--- config.mk ---
export PLATFORM = sky130hd
export DESIGN_NAME = class_histogram_counter_unit_flat
export DESIGN_NICKNAME = d
export VERILOG_FILES = /design/src/sv/hcu_pkg.sv /design/src/sv/hcu_in_if.sv /design/src/sv/hcu_out_if.sv /design/src/sv/class_histogram_counter_unit.sv /design/src/sv/hcu_ram.sv /design/src/sv/hcu_ctrl.sv /design/src/sv/hcu_dp.sv /design/src/flat_wrapper.sv
export SDC_FILE = /design/constraint.sdc
export NUM_CORES = 2
export LEC_CHECK = 0
export ABC_CLOCK_PERIOD_IN_PS = 5600
export BUFFER_PORTS_ARGS = -buffer_cell sky130_fd_sc_hd__buf_4
export CORE_AREA = 2 2 426 428
export CTS_BUF_LIST = sky130_fd_sc_hd__clkbuf_4
export CTS_CLUSTER_DIAMETER = 200
export DETAILED_ROUTE_END_ITERATION = 10
export DIE_AREA = 0 0 428 430
export GPL_TIMING_DRIVEN = 0
export HOLD_SLACK_MARGIN = 0.06
export PLACE_DENSITY = 0.79
export SYNTH_ARGS = -nofsm -noshare
export SYNTH_HDL_FRONTEND = slang
export SYNTH_SLANG_ARGS = --single-unit
--- constraint.sdc ---
create_clock -name clk_i -period 5.6 [get_ports clk_i]
set_input_delay 0.56 -clock clk_i [delete_from_list [all_inputs] [get_ports clk_i]]
set_output_delay 0.56 -clock clk_i [all_outputs]
set_load 0.1 [all_outputs]
--- src/sv/hcu_pkg.sv ---
// Shared types and constants for the class histogram counter.
package hcu_pkg;

  localparam int unsigned MAX_CLASSES = 32;
  localparam int unsigned VAL_W       = 32;
  localparam int unsigned CNT_W       = 32;
  localparam int unsigned IDX_W       = (MAX_CLASSES > 1) ? $clog2(MAX_CLASSES) : 1;
  localparam int unsigned LOAD_W      = $clog2(MAX_CLASSES + 1);

  localparam logic [CNT_W-1:0] COUNT_MAX = {CNT_W{1'b1}};

  typedef enum logic [1:0] {
    ACT_START  = 2'd0,
    ACT_APPEND = 2'd1,
    ACT_PIXEL  = 2'd2,
    ACT_READ   = 2'd3
  } action_e;

  typedef enum logic [5:0] {
    ST_IDLE    = 6'b000001,
    ST_MATCH   = 6'b000010,
    ST_READ    = 6'b000100,
    ST_WRITE   = 6'b001000,
    ST_RD_WAIT = 6'b010000,
    ST_RD_OUT  = 6'b100000
  } state_e;

  typedef struct packed {
    logic clear;
    logic append;
    logic latch_pixel;
    logic match;
    logic cnt_write;
    logic rd_start;
    logic rd_sel;
    logic rd_load;
  } cmd_t;

  typedef struct packed {
    logic empty;
    logic rd_last;
    logic out_busy;
  } sts_t;

endpackage

--- src/sv/hcu_in_if.sv ---
// Request channel carrying action and item value.
interface hcu_in_if;
  logic                                  valid;
  logic                                  ready;
  logic [1:0]                            action;
  logic signed [hcu_pkg::VAL_W-1:0]      item_value;

  modport source (output valid, output action, output item_value, input ready);
  modport sink   (input valid, input action, input item_value, output ready);
endinterface

--- src/sv/hcu_out_if.sv ---
// Result channel carrying class value, count and last marker.
interface hcu_out_if;
  logic                                  valid;
  logic                                  ready;
  logic signed [hcu_pkg::VAL_W-1:0]      class_value;
  logic [hcu_pkg::CNT_W-1:0]             class_count;
  logic                                  last_entry;

  modport source (output valid, output class_value, output class_count,
                  output last_entry, input ready);
  modport sink   (input valid, input class_value, input class_count,
                  input last_entry, output ready);
endinterface

--- src/sv/class_histogram_counter_unit.sv ---
// Top level of the class histogram counter.
// Start and append requests are taken while idle and leave the unit idle; a pixel
// request steps through compare, count RAM read, saturating increment and write back.
// A readout alternates a wait for the registered read port of the count RAM with
// loading one result into the output register, holding while the result side stalls.
// Reset (asynchronous, active low) empties the class table and marks all counts zero.
module class_histogram_counter_unit (
  input  logic       clk_i,
  input  logic       rst_ni,
  hcu_in_if.sink     in_i,
  hcu_out_if.source  out_o
);

  hcu_pkg::cmd_t cmd;
  hcu_pkg::sts_t sts;
  logic          in_ready;

  assign in_i.ready = in_ready;

  hcu_ctrl u_ctrl (
    .clk_i      (clk_i),
    .rst_ni     (rst_ni),
    .in_valid_i (in_i.valid),
    .action_i   (in_i.action),
    .in_ready_o (in_ready),
    .sts_i      (sts),
    .cmd_o      (cmd)
  );

  hcu_dp u_dp (
    .clk_i        (clk_i),
    .rst_ni       (rst_ni),
    .item_value_i (in_i.item_value),
    .cmd_i        (cmd),
    .sts_o        (sts),
    .out_ready_i  (out_o.ready),
    .out_valid_o  (out_o.valid),
    .out_value_o  (out_o.class_value),
    .out_count_o  (out_o.class_count),
    .out_last_o   (out_o.last_entry)
  );

endmodule

--- src/sv/hcu_ram.sv ---
// Generic single-port-write, single-port-read RAM with registered read.
module hcu_ram #(
  parameter int unsigned WIDTH = 32,
  parameter int unsigned DEPTH = 32
) (
  input  logic                                          clk_i,
  input  logic                                          we_i,
  input  logic [((DEPTH > 1) ? $clog2(DEPTH) : 1)-1:0]  waddr_i,
  input  logic [WIDTH-1:0]                              wdata_i,
  input  logic [((DEPTH > 1) ? $clog2(DEPTH) : 1)-1:0]  raddr_i,
  output logic [WIDTH-1:0]                              rdata_o
);

  logic [WIDTH-1:0] mem_q [DEPTH];

  always_ff @(posedge clk_i) begin
    if (we_i) begin
      mem_q[waddr_i] <= wdata_i;
    end
    rdata_o <= mem_q[raddr_i];
  end

endmodule

--- src/sv/hcu_ctrl.sv ---
// Controller state machine sequencing requests and readout.
module hcu_ctrl (
  input  logic          clk_i,
  input  logic          rst_ni,
  input  logic          in_valid_i,
  input  logic [1:0]    action_i,
  output logic          in_ready_o,
  input  hcu_pkg::sts_t sts_i,
  output hcu_pkg::cmd_t cmd_o
);

  hcu_pkg::state_e state_q, state_d;
  hcu_pkg::action_e act;
  logic accept;

  assign act        = hcu_pkg::action_e'(action_i);
  assign in_ready_o = (state_q == hcu_pkg::ST_IDLE);
  assign accept     = in_valid_i && in_ready_o;

  always_comb begin
    state_d = state_q;
    cmd_o   = '0;
    case (state_q)
      hcu_pkg::ST_IDLE: begin
        if (accept) begin
          case (act)
            hcu_pkg::ACT_START:  cmd_o.clear = 1'b1;
            hcu_pkg::ACT_APPEND: cmd_o.append = 1'b1;
            hcu_pkg::ACT_PIXEL: begin
              cmd_o.latch_pixel = 1'b1;
              state_d = hcu_pkg::ST_MATCH;
            end
            hcu_pkg::ACT_READ: begin
              if (!sts_i.empty) begin
                cmd_o.rd_start = 1'b1;
                state_d = hcu_pkg::ST_RD_WAIT;
              end
            end
            default: ;
          endcase
        end
      end
      hcu_pkg::ST_MATCH: begin
        cmd_o.match = 1'b1;
        state_d = hcu_pkg::ST_READ;
      end
      hcu_pkg::ST_READ: begin
        state_d = hcu_pkg::ST_WRITE;
      end
      hcu_pkg::ST_WRITE: begin
        cmd_o.cnt_write = 1'b1;
        state_d = hcu_pkg::ST_IDLE;
      end
      hcu_pkg::ST_RD_WAIT: begin
        cmd_o.rd_sel = 1'b1;
        state_d = hcu_pkg::ST_RD_OUT;
      end
      hcu_pkg::ST_RD_OUT: begin
        cmd_o.rd_sel = 1'b1;
        if (!sts_i.out_busy) begin
          cmd_o.rd_load = 1'b1;
          state_d = sts_i.rd_last ? hcu_pkg::ST_IDLE : hcu_pkg::ST_RD_WAIT;
        end
      end
      default: state_d = hcu_pkg::ST_IDLE;
    endcase
  end

  always_ff @(posedge clk_i or negedge rst_ni) begin
    if (!rst_ni) begin
      state_q <= hcu_pkg::ST_IDLE;
    end else begin
      state_q <= state_d;
    end
  end

endmodule

--- src/sv/hcu_dp.sv ---
// Datapath: class table, match logic, count RAM and result register.
module hcu_dp (
  input  logic                               clk_i,
  input  logic                               rst_ni,
  input  logic signed [hcu_pkg::VAL_W-1:0]   item_value_i,
  input  hcu_pkg::cmd_t                      cmd_i,
  output hcu_pkg::sts_t                      sts_o,
  input  logic                               out_ready_i,
  output logic                               out_valid_o,
  output logic signed [hcu_pkg::VAL_W-1:0]   out_value_o,
  output logic [hcu_pkg::CNT_W-1:0]          out_count_o,
  output logic                               out_last_o
);

  logic [hcu_pkg::VAL_W-1:0]  table_q [hcu_pkg::MAX_CLASSES];
  logic [hcu_pkg::MAX_CLASSES-1:0] cnt_vld_q;
  logic [hcu_pkg::LOAD_W-1:0] loaded_q;
  logic [hcu_pkg::VAL_W-1:0]  pixel_q;
  logic                       hit_q, hit_d;
  logic [hcu_pkg::IDX_W-1:0]  idx_q, idx_d;
  logic [hcu_pkg::IDX_W-1:0]  rd_idx_q;
  logic                       out_vld_q;
  logic [hcu_pkg::VAL_W-1:0]  out_value_q;
  logic [hcu_pkg::CNT_W-1:0]  out_count_q;
  logic                       out_last_q;

  logic                       full;
  logic [hcu_pkg::IDX_W-1:0]  raddr;
  logic [hcu_pkg::CNT_W-1:0]  rdata;
  logic [hcu_pkg::CNT_W-1:0]  cur_cnt;
  logic [hcu_pkg::CNT_W-1:0]  wdata;
  logic                       we;
  logic [hcu_pkg::CNT_W-1:0]  rd_cnt;

  assign full = (loaded_q == hcu_pkg::LOAD_W'(hcu_pkg::MAX_CLASSES));

  // first matching entry wins: scan from the top so lower indexes override
  always_comb begin
    hit_d = 1'b0;
    idx_d = '0;
    for (int i = hcu_pkg::MAX_CLASSES - 1; i >= 0; i--) begin
      if ((hcu_pkg::LOAD_W'(i) < loaded_q) && (table_q[i] == pixel_q)) begin
        hit_d = 1'b1;
        idx_d = hcu_pkg::IDX_W'(i);
      end
    end
  end

  assign raddr   = cmd_i.rd_sel ? rd_idx_q : idx_q;
  assign cur_cnt = cnt_vld_q[idx_q] ? rdata : '0;
  assign wdata   = (cur_cnt == hcu_pkg::COUNT_MAX) ? cur_cnt : cur_cnt + 1'b1;
  assign we      = cmd_i.cnt_write && hit_q;
  assign rd_cnt  = cnt_vld_q[rd_idx_q] ? rdata : '0;

  hcu_ram #(
    .WIDTH (hcu_pkg::CNT_W),
    .DEPTH (hcu_pkg::MAX_CLASSES)
  ) u_cnt_ram (
    .clk_i   (clk_i),
    .we_i    (we),
    .waddr_i (idx_q),
    .wdata_i (wdata),
    .raddr_i (raddr),
    .rdata_o (rdata)
  );

  assign sts_o.empty    = (loaded_q == '0);
  assign sts_o.rd_last  = ((hcu_pkg::LOAD_W'(rd_idx_q) + 1'b1) == loaded_q);
  assign sts_o.out_busy = out_vld_q && !out_ready_i;

  always_ff @(posedge clk_i) begin
    if (cmd_i.append && !full) begin
      table_q[loaded_q[hcu_pkg::IDX_W-1:0]] <= item_value_i;
    end
    if (cmd_i.latch_pixel) begin
      pixel_q <= item_value_i;
    end
    if (cmd_i.match) begin
      hit_q <= hit_d;
      idx_q <= idx_d;
    end
    if (cmd_i.rd_load) begin
      out_value_q <= table_q[rd_idx_q];
      out_count_q <= rd_cnt;
      out_last_q  <= sts_o.rd_last;
    end
  end

  always_ff @(posedge clk_i or negedge rst_ni) begin
    if (!rst_ni) begin
      cnt_vld_q <= '0;
      loaded_q  <= '0;
      rd_idx_q  <= '0;
      out_vld_q <= 1'b0;
    end else begin
      if (cmd_i.clear) begin
        cnt_vld_q <= '0;
        loaded_q  <= '0;
      end else if (cmd_i.append && !full) begin
        cnt_vld_q[loaded_q[hcu_pkg::IDX_W-1:0]] <= 1'b0;
        loaded_q <= loaded_q + 1'b1;
      end else if (we) begin
        cnt_vld_q[idx_q] <= 1'b1;
      end
      if (cmd_i.rd_start) begin
        rd_idx_q <= '0;
      end else if (cmd_i.rd_load) begin
        rd_idx_q <= rd_idx_q + 1'b1;
      end
      if (cmd_i.rd_load) begin
        out_vld_q <= 1'b1;
      end else if (out_ready_i) begin
        out_vld_q <= 1'b0;
      end
    end
  end

  assign out_valid_o = out_vld_q;
  assign out_value_o = out_value_q;
  assign out_count_o = out_count_q;
  assign out_last_o  = out_last_q;

endmodule

--- src/flat_wrapper.sv ---
// flat-port wrapper written by rule: the top's interface ports become plain ports
module class_histogram_counter_unit_flat 
  (clk_i, rst_ni, in_i_valid, in_i_action, in_i_item_value, in_i_ready, out_o_valid, out_o_class_value, out_o_class_count, out_o_last_entry, out_o_ready);
  hcu_in_if in_i_i ();
  hcu_out_if out_o_i ();
  input  logic clk_i;
  input  logic rst_ni;
  input wire logic [$bits(in_i_i.valid)-1:0] in_i_valid;
  input wire logic [$bits(in_i_i.action)-1:0] in_i_action;
  input wire logic [$bits(in_i_i.item_value)-1:0] in_i_item_value;
  output wire logic [$bits(in_i_i.ready)-1:0] in_i_ready;
  output wire logic [$bits(out_o_i.valid)-1:0] out_o_valid;
  output wire logic [$bits(out_o_i.class_value)-1:0] out_o_class_value;
  output wire logic [$bits(out_o_i.class_count)-1:0] out_o_class_count;
  output wire logic [$bits(out_o_i.last_entry)-1:0] out_o_last_entry;
  input wire logic [$bits(out_o_i.ready)-1:0] out_o_ready;
  assign in_i_i.valid = in_i_valid;
  assign in_i_i.action = in_i_action;
  assign in_i_i.item_value = in_i_item_value;
  assign in_i_ready = in_i_i.ready;
  assign out_o_valid = out_o_i.valid;
  assign out_o_class_value = out_o_i.class_value;
  assign out_o_class_count = out_o_i.class_count;
  assign out_o_last_entry = out_o_i.last_entry;
  assign out_o_i.ready = out_o_ready;
  class_histogram_counter_unit u_core (.clk_i(clk_i), .rst_ni(rst_ni), .in_i(in_i_i), .out_o(out_o_i));
endmodule
Word-level counts from Yosys, hierarchy flattened
Memories as Yosys holds them, arrays and structs flattened. A register that Yosys moved wholly into a read port is not among the register bits.
Index checks and enable logic that the tools add are counted.
{"block": "op_classes", "n_mux": 76, "eq_ne": 48, "add_sub_neg": 4, "n_reduce_logical": 53, "bitwise_logic": 3, "n_lt_le_gt_ge": 37}
{"operator": "$eq 32x32->1", "n": 32}
{"operator": "$mux 32", "n": 5}
{"operator": "$mux 5", "n": 20}
{"operator": "$lt 5x6->1 const A", "n": 16}
{"operator": "$lt 4x6->1 const A", "n": 8}
{"operator": "$logic_and 1x1->1", "n": 38}
{"operator": "$add 32x1->32 const B", "n": 1}
{"operator": "$and 32x32->32", "n": 1}
{"operator": "$eq 32x32->1 const B", "n": 1}
{"operator": "$mux 4", "n": 8}
{"operator": "$not 32->32", "n": 1}
{"operator": "$or 32x32->32", "n": 1}
{"operator": "$reduce_or 31->1", "n": 1}
{"operator": "$mux 6", "n": 5}
{"operator": "$pmux 6 s5", "n": 1}
{"operator": "$lt 3x6->1 const A", "n": 4}
{"operator": "$mux 1", "n": 24}
{"operator": "$lt 5x6->1 const B", "n": 3}
{"operator": "$mux 3", "n": 6}
{"operator": "$reduce_or 16->1", "n": 1}
{"operator": "$eq 6x6->1 const B", "n": 2}
{"operator": "$lt 1x6->1 const A", "n": 2}
{"operator": "$lt 2x6->1 const A", "n": 2}
{"operator": "$pmux 6 s2", "n": 1}
{"operator": "other kinds (28)", "n": 37}
{"block": "word_totals", "ff_bits": 121, "ramBits": 2048, "output_inout_bits": 67, "elab_cells": 237, "memories": 2, "inputBits": 38}
{"memory": "u_core.u_dp.table_q", "words": 32, "word_bits": 32, "read_ports": 33, "rd_ports_with_merged_regs": 1, "wr": 1, "line": "hcu_dp.sv:15", "text": "logic [hcu_pkg::VAL_W-1:0] table_q [hcu_pkg::MAX_CLASSES];"}
{"memory": "u_core.u_dp.u_cnt_ram.mem_q", "words": 32, "word_bits": 32, "read_ports": 1, "rd_ports_with_merged_regs": 1, "wr": 1, "line": "hcu_ram.sv:14", "text": "logic [WIDTH-1:0] mem_q [DEPTH];"}

Logic depth before layout (Yosys ltp)
An unclocked memory read counts as a cell.
{"block": "logic_depth", "ltp_word": 34, "depth_mapped": 15, "depth_no_buf": 13}

Modules after synthesis
Synthesis repeated with hierarchy kept, for this count alone.
{"block": "unflattened", "cells_unflattened": 5980, "hier_area_um2": 98883.6}
{"module": "hcu_dp", "n_inst": 1, "cells_each": 3672, "seq_area_each_um2": 34943.5, "area_each_um2": 57951.8}
{"module": "hcu_ram", "n_inst": 1, "cells_each": 2260, "seq_area_each_um2": 31390.1, "area_each_um2": 40485.1}
{"module": "hcu_ctrl", "n_inst": 1, "cells_each": 48, "seq_area_each_um2": 151.4, "area_each_um2": 446.7}

Worst setup path before layout
OpenSTA, ideal clock, no wires.
{"block": "synth_path", "kind": "reg-to-reg", "startpoint": "register u_core.u_ctrl.state_q[3]", "endpoint": "memory u_core.u_dp.table_q[27][0] in the netlist's numbering (enable)", "n_path_buf": 1, "setup_slack_ps": -736, "setup_ps": 423, "path_stages_with_launch": 8, "synth_period_minus_slack_ps": 6336, "arrival_ps": 5913, "t_required_ps": 5177, "path_cell_list": "dfrtp_1 -> or4_1 -> nor3b_1 -> nand3b_1 -> nor2_1 -> nand2_1 -> clkbuf_1 -> nor2_1"}
{"block": "synth_between", "elab_chain_len": 7}
{"item": "start, declared", "line": "hcu_ctrl.sv:12", "text": "hcu_pkg::state_e state_q, state_d;"}
{"item": "start signal, assigned", "line": "hcu_ctrl.sv:71", "text": "state_q <= hcu_pkg::ST_IDLE;"}
{"item": "start signal, assigned", "line": "hcu_ctrl.sv:73", "text": "state_q <= state_d;"}
{"item": "$eq 6x1->1 (*)", "line": "hcu_ctrl.sv:17", "text": "assign in_ready_o = (state_q == hcu_pkg::ST_IDLE);"}
{"item": "named net in_i_ready", "line": "flat_wrapper.sv:11", "text": "output wire logic [$bits(in_i_i.ready)-1:0] in_i_ready;"}
{"item": "$logic_and 1x1->1", "line": "hcu_ctrl.sv:18", "text": "assign accept = in_valid_i && in_ready_o;"}
{"item": "$mux 3", "line": "hcu_ctrl.sv:25", "text": "if (accept) begin"}
{"item": "$mux 3 (*)", "line": "hcu_ctrl.sv:23", "text": "case (state_q)"}
{"item": "$logic_and 1x1->1 (*)", "line": "hcu_dp.sv:72", "text": "if (cmd_i.append && !full) begin"}
{"item": "$mux 1 (*)", "line": "hcu_dp.sv:72"}
{"item": "$mux 1 (not written as such) (*)", "line": "hcu_dp.sv:73", "text": "table_q[loaded_q[hcu_pkg::IDX_W-1:0]] <= item_value_i;"}
{"item": "end, declared", "line": "hcu_dp.sv:15"}
Mark *: on every way through the listed nets, which the timed path passes. The rest lies on a longest branch.

Worst setup path in the final report
{"block": "layout_path", "startpoint": "register u_core.u_dp.pixel_q[10] in the netlist's numbering", "endpoint": "register u_core.u_dp.idx_q[0] in the netlist's numbering (data pin)"}
{"block": "layout_between", "elab_chain_len": 33, "elab_cells_between_ends": 95, "cone_classes": "eq/ne: 32; mux: 31; reduce/logical: 32"}
{"item": "start, declared", "line": "hcu_dp.sv:18", "text": "logic [hcu_pkg::VAL_W-1:0] pixel_q;"}
{"item": "start signal, assigned", "line": "hcu_dp.sv:76", "text": "pixel_q <= item_value_i;"}
{"item": "$eq 32x32->1", "line": "hcu_dp.sv:42", "text": "if ((hcu_pkg::LOAD_W'(i) < loaded_q) && (table_q[i] == pixel_q)) begin"}
{"item": "$logic_and 1x1->1", "line": "hcu_dp.sv:42"}
{"item": "$mux 5 (16 in series)", "line": "hcu_dp.sv:42"}
{"item": "$mux 4 (8 in series)", "line": "hcu_dp.sv:42"}
{"item": "$mux 3 (4 in series)", "line": "hcu_dp.sv:42"}
{"item": "$mux 2 (2 in series)", "line": "hcu_dp.sv:42"}
{"item": "$mux 1", "line": "hcu_dp.sv:42"}
{"item": "end signal, assigned", "line": "hcu_dp.sv:80", "text": "idx_q <= idx_d;"}
{"item": "end, declared", "line": "hcu_dp.sv:20", "text": "logic [hcu_pkg::IDX_W-1:0] idx_q, idx_d;"}
Parallel ways exist; a longest one is shown, timed or not.
A chain may end at the register's enable or synchronous reset.

==> results.ini <==
[run_status]
status=finished, violations left
violations=max-capacitance violations, max-slew violations, negative setup slack

[sta]
setup_viol=29
clock.fmax_mhz=166.5
period_share_pct=107.2
worst_pin_slew_ns=1.677
final-hold-violation-count=0
rsz0062_at_grt=false
slew_headroom_pct=-11.78
drv_slew=16
finalCriticalPeriod_ns=6.005
fin_skew_ns=0.1635
layout_setup_ws_ns=-0.4054

[power_and_ir_drop]
vdd.ir_drop.worst_mv=0.2746
p_leak_nw=36.91
power_density_nw_per_um2=339.9

[logic_synthesis]
netlist.top_cell.by_area=edfxtp_1
yosysSeqAreaShare_pct=67.86
synth_common_cells=edfxtp_1, xnor2_1, mux4_2
synth_top_cell_area_share_pct=65.93
synth_area_leaders=edfxtp_1, mux4_2, xnor2_1, xor2_1, nand2_1
syn-num-nets=5658
synth.most_common_cell=edfxtp_1
synth_cells=5613
yosys_most_used_dff=edfxtp_1
ys_ff_latch=2233
synth_cell_types=61
yosys_warnings=0
synth-async-reset-ratio_pct=2.239
synth.avg_cell_area_um2=17.46
synth_edf_count=2151
synth_area_um2=97980

[placed_design]
hpwl_um=279300
placed_cells=8186
place.gp.congestion=1.083
place_area_um2=104400
numPortBuffers=103

[setup_path]
reg2regPathDepth=14
critPathMaxStageDelay_ns=0.71
crit_type=register to register
critPathArrivalTime_ns=7.24
crit_path_start_kind=register
critPathCapture=u_core.u_dp.idx_q[0]
cp_common_cell=buf_2
r2r_start=u_core.u_dp.pixel_q[10]
crit_slowest_cell=buf_2
cp_max_fo=10
path_cells=clkbuf_1 > buf_2 > buf_2 > xnor2_1 > nand4_1 > nor4_1 > nand3_1 > o31ai_1 > a21bo_2 > a21boi_0 > o21a_1 > o211ai_1 > a221oi_1 > a211oi_1
cp.required_ns=6.84
reg2reg_to=u_core.u_dp.idx_q[0]
cp-startpoint=u_core.u_dp.pixel_q[10]
critPathCaptureType=register
r2r_setup_slack_ns=-0.41

[grt]
grt_usage_pct=43.39
grt_max_degree=51
grt_overflow=0
antenna_found_initial=52
grt_pass1_wl_um=529600
grt_pass1_vias=62000

[die]
core_um2=179800
die_h_um=430
die_w_um=428
die-area_um2=184000
design.portCount=105
std_cell_rows=156
initial_core_util_pct=54.50

[cts]
clk_latency_ns=1.52
cts_made_buffers=594
htree_levels=6
clk_pin_slew_worst_paths_ns=0.07
cts_root_buf=clkbuf_4
cts_setup_buffers=0
cts_sinks=2233
clk_path_buf_depth=4
cts_tree=done

[detailed_routing]
vias=64490
via_per_inst=6.972
wl_per_cell_um=43.21
wirelength_um=399700
ant_nets=0
firstDrtPassIters=6
drt_iter0_drc=12260
drc=0

[finish]
drive_above_1_share_pct=29.10
final_area_um2=112300
layout.nets=6489
syn2layout_area_growth_pct=14.61
fin_cells=9249
fillerInstances=12710

[run]
max-cap-violations=2

[worst_hold_path]
hold_depth=2
holdCritPathClass=input port to register

-- stage by stage --
| step | power, mW | hold WS, ns | util, % | worst slack (ns) | setup TNS [ns] |
|---|---|---|---|---|---|
| floorplan | 21.26 | 0.2644 | - | 0.4456 | 0 |
| global placement | 23.68 | 0.5220 | 56.58 | -1.719 | -692.54 |
| detailed placement | 23.73 | 0.5297 | 58.07 | -0.7664 | -1.641 |
| CTS | 37.78 | 0.07866 | 62.42 | 0.01931 | 0 |
| global route | 38.83 | 0.1555 | 62.44 | 0.007186 | 0 |
| finish | 38.17 | 0.1377 | 62.46 | -0.4054 | -4.785 |
-- sequential cells by signal (all words and copies together), names as in the netlist, 5 cells and up --
signal,flops
u_core.u_dp.out_count_o,32
u_core.u_ctrl.state_q,6
u_core.u_dp.pixel_q,32
u_core.u_dp.table_q,1024
u_core.u_dp.cnt_vld_q,32
u_core.u_dp.u_cnt_ram.mem_q,1024
u_core.u_dp.rd_idx_q,5
u_core.u_dp.loaded_q,6
u_core.u_dp.idx_q,5
u_core.u_dp.out_value_o,32
u_core.u_dp.u_cnt_ram.rdata_o,32
-- worst max-delay path, delay by kind of cell (launching register included) --
family          cells  cell delay, ns
simple gates        3            0.88
compound gates      7            2.37
buf+inv             3            1.96
xor+xnor            1            0.21
flops               1            0.32
-- layout make-up --
cell class | instances | area, µm² | area share, %
sequential | 2233 | 66490 | 59.21
multi-input combinational | 3016 | 30610 | 27.26
clock buffer | 870 | 6531 | 5.816
timing repair buffer | 247 | 3293 | 2.933
tap | 2370 | 2965 | 2.641
buffer | 329 | 1511 | 1.346
clock inverter | 142 | 757.0 | 0.6741
inverter | 23 | 86.33 | 0.07688
antenna | 19 | 47.55 | 0.04234
-- worst min-delay path by stage --
stage / from / to / slack [ns]
2_1_floorplan: rst_ni / u_core.u_ctrl.state_q[1] / 0.26
3_3_place_gp: u_core.u_dp.cnt_vld_q[10] / u_core.u_dp.cnt_vld_q[10] / 0.52
5_1_grt: in_i_action[0] / u_core.u_ctrl.state_q[1] / 0.16
6_report: in_i_item_value[30] / u_core.u_dp.table_q[9][30] / 0.14
3_5_place_dp: u_core.u_dp.cnt_vld_q[14] / u_core.u_dp.cnt_vld_q[14] / 0.53
4_1_cts: in_i_action[0] / u_core.u_ctrl.state_q[1] / 0.08
-- layout by cell type, fill, tap and decap left out, types with 66 or more instances in the layout --
cell	netlist	routed
xor2_1	444	442
clkbuf_4	0	873
nand2_1	369	369
edfxtp_1	2151	2151
clkinv_1	0	116
nand3_1	209	209
buf_4	2	133
mux4_2	594	594
nor2_4	0	66
nor4_1	131	123
clkbuf_1	156	140
xnor2_1	610	609
nand4_1	169	169
buf_2	122	102
-- power breakdown --
part	internal (mW)	leakage, nW	total (mW)	switching [mW]
clock network	7.45	4.37	14.4	6.98
registers	18.3	21.2	18.4	0.122
logic	1.74	11.3	5.32	3.58
-- kinds of logic after synthesis --
kind of cell / share of synthesized area, %
AO/OA/AOI/OAI: 0.9744
adder cells (fa/ha/maj): 0.08939
AND/OR/NAND/NOR: 5.942
XOR/XNOR: 9.422
multiplexers: 14.15
buffers and inverters: 1.566
flip-flops: 67.86
-- timing repair --
action,in CTS,in global routing
hold endpoints to repair,1232,0
cloned,0,0
hold buffers,43,0
endpoints found under the setup margin,4,1
resized for setup,37,5
-- layer usage --
| metal | vias up | share of wire (%) | GRT usage (%) |
|---|---|---|---|
| li1 | 24030 | - | - |
| met1 | 32470 | 32 | 53.17 |
| met2 | 6435 | 43 | 62.13 |
| met3 | 1526 | 15 | 16.93 |
| met4 | 28 | 9.4 | 33.38 |
| met5 | - | 0.044 | 0.05204 |
No activity file was read; power rests on OpenSTA's default activity.
